--- config.mk ---
export PLATFORM = sky130hd
export DESIGN_NAME = pst_cell
export DESIGN_NICKNAME = d
export VERILOG_FILES = /design/src/rtl/core/pst_pkg.sv /design/src/rtl/core/pst_cell.sv
export SDC_FILE = /design/constraint.sdc
export NUM_CORES = 2
export LEC_CHECK = 0
export BUFFER_PORTS_ARGS = -buffer_cell sky130_fd_sc_hd__buf_2
export CAP_MARGIN = 5
export CORE_MARGIN = 1.5
export CORE_UTILIZATION = 55
export CTS_CLUSTER_SIZE = 16
export DETAILED_ROUTE_END_ITERATION = 8
export PLACE_DENSITY = 0.8
export SLEW_MARGIN = 30
export SYNTH_ARGS = -nofsm -noshare
export SYNTH_HDL_FRONTEND = slang
export SYNTH_SLANG_ARGS = --single-unit
--- constraint.sdc ---
create_clock -name clk -period 14.4 [get_ports clk]
set_clock_uncertainty 0.15 [all_clocks]
set_input_delay 1.44 -clock clk [delete_from_list [all_inputs] [get_ports clk]]
set_output_delay 1.44 -clock clk [all_outputs]
set_load 0.02 [all_outputs]
--- src/rtl/core/pst_pkg.sv ---
// Shared definitions for the proximity slot table: mode codes, register map,
// defaults and the control bundle sent from the sequencer to the slot cells.
// No dependencies.
package pst_pkg;

    // Default table size and coordinate width
    localparam int SLOTS_DEFAULT      = 16;
    localparam int COORD_BITS_DEFAULT = 20;

    // Request modes
    localparam logic [2:0] MODE_INSERT = 3'd0;
    localparam logic [2:0] MODE_EVENT  = 3'd1;
    localparam logic [2:0] MODE_AREA   = 3'd2;
    localparam logic [2:0] MODE_GET    = 3'd3;
    localparam logic [2:0] MODE_CLEAR  = 3'd4;

    // Slot index that selects the last event hit
    localparam logic [5:0] INDEX_LAST_HIT = 6'h3F;

    // Register map: register index is paddr[2]
    localparam int   ADDR_W           = 3;
    localparam logic REG_EVENT_RADIUS = 1'b0;

    // Event radius after reset: 20.0 in Q15.4
    localparam int EVENT_RADIUS_RESET = 320;

    // Sequencer to cell control bundle
    typedef struct packed {
        logic load_sq;    // capture squared differences
        logic commit;     // apply the request to the table
        logic op_insert;  // first free slot wins
        logic op_event;   // inclusive radius test, else strict
        logic op_clear;   // drop all valid bits
        logic rd_en;      // drive read chain from the selected cell
    } pst_ctrl_t;

endpackage

--- src/rtl/core/pst_cell.sv ---
// One slot of the proximity slot table: stored position, valid bit, squared
// distance to the query and its link in the priority and read chains.
// Depends on pst_pkg.
module pst_cell #(
    parameter int COORD_BITS = pst_pkg::COORD_BITS_DEFAULT,
    parameter int IDX_W      = 4,
    parameter int IDX        = 0
) (
    input  logic                         clk,
    input  logic                         rst_n,
    input  pst_pkg::pst_ctrl_t           ctrl,
    input  logic signed [COORD_BITS-1:0] qx,
    input  logic signed [COORD_BITS-1:0] qy,
    input  logic signed [COORD_BITS-1:0] qz,
    input  logic [2*COORD_BITS-3:0]      r2,
    input  logic [IDX_W-1:0]             rd_idx,
    input  logic                         hit_in,
    input  logic [IDX_W-1:0]             idx_in,
    output logic                         hit_out,
    output logic [IDX_W-1:0]             idx_out,
    input  logic signed [COORD_BITS-1:0] rx_in,
    input  logic signed [COORD_BITS-1:0] ry_in,
    input  logic signed [COORD_BITS-1:0] rz_in,
    output logic signed [COORD_BITS-1:0] rx_out,
    output logic signed [COORD_BITS-1:0] ry_out,
    output logic signed [COORD_BITS-1:0] rz_out
);

    localparam int DW    = COORD_BITS + 1;
    localparam int SQ_W  = 2 * DW;
    localparam int SUM_W = SQ_W + 2;

    logic signed [COORD_BITS-1:0] x_reg, y_reg, z_reg;
    logic                         used_reg;
    logic [SQ_W-1:0]              sqx_reg, sqy_reg, sqz_reg;

    logic [DW-1:0]    dx, dy, dz;
    logic [DW-1:0]    ax, ay, az;
    logic [SQ_W-1:0]  sqx_next, sqy_next, sqz_next;
    logic [SUM_W-1:0] dist2;
    logic [SUM_W-1:0] r2_ext;
    logic             in_radius;
    logic             my_hit;
    logic             win;
    logic             rd_sel;

    // Differences and magnitudes against the query
    assign dx = {x_reg[COORD_BITS-1], x_reg} - {qx[COORD_BITS-1], qx};
    assign dy = {y_reg[COORD_BITS-1], y_reg} - {qy[COORD_BITS-1], qy};
    assign dz = {z_reg[COORD_BITS-1], z_reg} - {qz[COORD_BITS-1], qz};
    assign ax = dx[DW-1] ? (~dx + DW'(1)) : dx;
    assign ay = dy[DW-1] ? (~dy + DW'(1)) : dy;
    assign az = dz[DW-1] ? (~dz + DW'(1)) : dz;

    // Square each magnitude
    assign sqx_next = SQ_W'(ax) * SQ_W'(ax);
    assign sqy_next = SQ_W'(ay) * SQ_W'(ay);
    assign sqz_next = SQ_W'(az) * SQ_W'(az);

    // Sum squares and compare with the squared radius
    assign dist2     = SUM_W'(sqx_reg) + SUM_W'(sqy_reg) + SUM_W'(sqz_reg);
    assign r2_ext    = SUM_W'(r2);
    assign in_radius = ctrl.op_event ? (dist2 <= r2_ext) : (dist2 < r2_ext);
    assign my_hit    = ctrl.op_insert ? !used_reg : (used_reg && in_radius);

    // Priority chain: the first cell that hits claims the request
    assign win     = my_hit && !hit_in;
    assign hit_out = hit_in || my_hit;
    assign idx_out = hit_in ? idx_in : IDX_W'(IDX);

    // Read chain: the selected cell replaces the passing position
    assign rd_sel = ctrl.rd_en && (rd_idx == IDX_W'(IDX));
    assign rx_out = rd_sel ? x_reg : rx_in;
    assign ry_out = rd_sel ? y_reg : ry_in;
    assign rz_out = rd_sel ? z_reg : rz_in;

    // Hold squared differences for the compare cycle
    always_ff @(posedge clk)
    begin
        if (ctrl.load_sq)
        begin
            sqx_reg <= sqx_next;
            sqy_reg <= sqy_next;
            sqz_reg <= sqz_next;
        end
    end

    // Stored position and valid bit
    always_ff @(posedge clk or negedge rst_n)
    begin
        if (!rst_n)
        begin
            x_reg    <= '0;
            y_reg    <= '0;
            z_reg    <= '0;
            used_reg <= 1'b0;
        end
        else if (ctrl.commit)
        begin
            if (ctrl.op_clear)
            begin
                used_reg <= 1'b0;
            end
            else if (ctrl.op_insert && win)
            begin
                x_reg    <= qx;
                y_reg    <= qy;
                z_reg    <= qz;
                used_reg <= 1'b1;
            end
        end
    end

endmodule

==> impl_metrics.tcl <==
set metrics [dict create \
    clock_latency_ns 0.50 \
    ys_top_cells_by_area "fa_1 38%, ha_1 14%, inv_1 9.9%" \
    grt_pass1_vias 41600 \
    grt_max_degree 71 \
    ant_nets 0 \
    setup_tns_ns 0 \
    drive_gt1_frac 0.0900 \
    crit_fanout 11 \
    worstSetupPathType "in -> reg" \
    cts_resized 0 \
    yosys.area.top_type "fa_1" \
    syn_avg_cell_area_um2 9.33 \
    drc 0 \
    cts_tree "yes" \
    post-route-min-period_ns 12.00 \
    cts_buffer_depth 2 \
    setup-violations-final 0 \
    grt_overflow_total 0 \
    yosysTopAreaCellShare 0.383 \
    finalHoldViolCount 0 \
    cp.required_ns 14.48 \
    numPortBuffers 239 \
    synth_edf_count 123 \
    ys_types 91 \
    ys_seq_area_frac 0.102 \
    fillers 7705 \
    globalplace.congestion 0.995 \
    cp-start-kind "input port" \
    dieArea_um2 94700 \
    dpl.hpwl_um 110000 \
    die_h_um 308 \
    worst_path_largest_cell_delay_ns 0.62 \
    slew_violations 0 \
    place_inst 6958 \
    syn-instance-count 5475 \
    period_share 0.834 \
    fmax_mhz 83.3 \
    track_usage 0.288 \
    slowest_stage "xor2_2" \
    avgViaCountPerCell 5.55 \
    yosys_warnings 0 \
    synthFlopType "edfxtp_1" \
    path_buf_inv 8 \
    grt_antenna_before_repair 3 \
    drt-initial-drc-count 3194 \
    final_cell_area_um2 54700 \
    status "completed" \
    core-area_um2 91800 \
    num_vias 38800 \
    synth.cell_area_um2 51100 \
    hp-class "reg -> reg" \
    cts_buffers 17 \
    core.rowCount 111 \
    drt_wl_total_um 131000 \
    drtPass1Iterations 6 \
    routedWlPerCell_um 18.8 \
    clk_pin_slew_ns 0.08 \
    placedInstanceArea_um2 54100 \
    post_cts_buffers 0 \
    preCtsSetupSlack_ns 2.00 \
    h-tree-depth 4 \
    endpoint_kind "flip-flop" \
    cts_root_buf "clkbuf_16" \
    drv_cap 0 \
    syn_to_final_growth_pct 7.21 \
    timing.final.ws_setup_ns 2.40 \
    max_slew.worst_pin.slew_ns 0.975 \
    dieWidth_um 308 \
    arrival_ns 12.09 \
    cts.sinks 184 \
    crit_family "adder cells" \
    postCtsHoldBufs 0 \
    relSlewSlack 0.350 \
    start_util 0.556 \
    grt_pass1_wl_um 213000 \
    io_pins 240 \
    fin_cells 6991 \
    async_flop_share 0.332 \
    rsz0062_at_grt "no" \
    nNetsFinal 7470 \
    synth_seq_cells 184 \
]
-- stage by stage --
stage          hold WS [ns]  utilization
6_report              0.395        0.596
5_1_grt               0.418        0.596
4_1_cts               0.397        0.596
3_5_place_dp          0.378        0.589
3_3_place_gp          0.371        0.589
2_1_floorplan         0.352            -
-- layout make-up --
type	count	area [µm²]	share of cell area
inverter	1359	5100	0.0932
antenna	1	2.50	0.0000457
sequential	184	5220	0.0954
multi-input combinational	3867	40500	0.741
timing repair buffer	305	1700	0.0311
clock buffer	17	425	0.00777
tap	1243	1560	0.0284
clock inverter	15	186	0.00341
-- per-layer routing --
layer	track usage	share of wire	vias to the layer above
met3	0.0502	0.087	356
li1	-	-	17600
met1	0.371	0.39	19300
met4	0.119	0.046	0
met5	0	0	-
met2	0.481	0.48	1613
-- final timing paths --
kind / startpoint / to / slack, ns / cells after the start
max reg2reg: x_reg[0]$_DFFE_PN0P_ / sqx_reg[41]$_DFFE_PP_ / 3.01 / 38
min: x_reg[12]$_DFFE_PN0P_ / x_reg[12]$_DFFE_PN0P_ / 0.40 / 1
min in group asynchronous: rst_n / z_reg[9]$_DFFE_PN0P_ / 0.77 / 1
max in group asynchronous: rst_n / y_reg[10]$_DFFE_PN0P_ / 12.81 / 1
min reg2reg: x_reg[12]$_DFFE_PN0P_ / x_reg[12]$_DFFE_PN0P_ / 0.40 / 1
max: qx[1] / sqx_reg[41]$_DFFE_PP_ / 2.40 / 37
-- cells in the mapped netlist (10+ instances only) --
cell type,number
o31ai_1,21
and2_1,32
nor2b_1,37
clkbuf_1,91
or2_2,15
mux2_2,116
and3_1,24
a21o_1,99
fa_1,976
xor2_1,84
a2111oi_0,12
a21oi_1,193
nand2_1,458
nor4_1,12
o21a_1,38
dfrtp_1,61
xnor2_1,173
or3_1,12
a31oi_1,26
o21ai_0,114
edfxtp_1,123
nand2b_1,31
o211ai_1,17
inv_1,1347
nor3_1,47
a211oi_1,15
o21bai_1,35
buf_2,11
nor2_1,421
ha_1,585
nand3_1,51
nand4_1,34
buf_1,10
-- layout by cell type, fill, tap and decap left out, types with 51 or more instances in the layout --
cell	count
a21o_1	99
a21oi_1	193
buf_2	237
buf_4	67
conb_1	51
dfrtp_1	61
edfxtp_1	123
fa_1	976
ha_1	585
inv_1	1347
mux2_2	116
nand2_1	458
nand3_1	51
nor2_1	421
o21ai_0	114
xnor2_1	169
xor2_1	81
-- logic make-up (layout without fill, tap and decap cells) --
logic type	after synthesis	after routing	share of synthesized area
adders and majority gates	1561	1561	0.526
buffers and inverters	1473	1696	0.109
and+or+nand+nor	1202	1202	0.104
AOI/OAI and AO/OA	669	669	0.0863
xor gates and xnor gates	261	261	0.0454
DFF	184	184	0.102
muxes	123	123	0.0270
other	2	52	0.000147
Power is not shown: default switching activity piles up to over one toggle a cycle in this logic, so the estimate is an artifact.
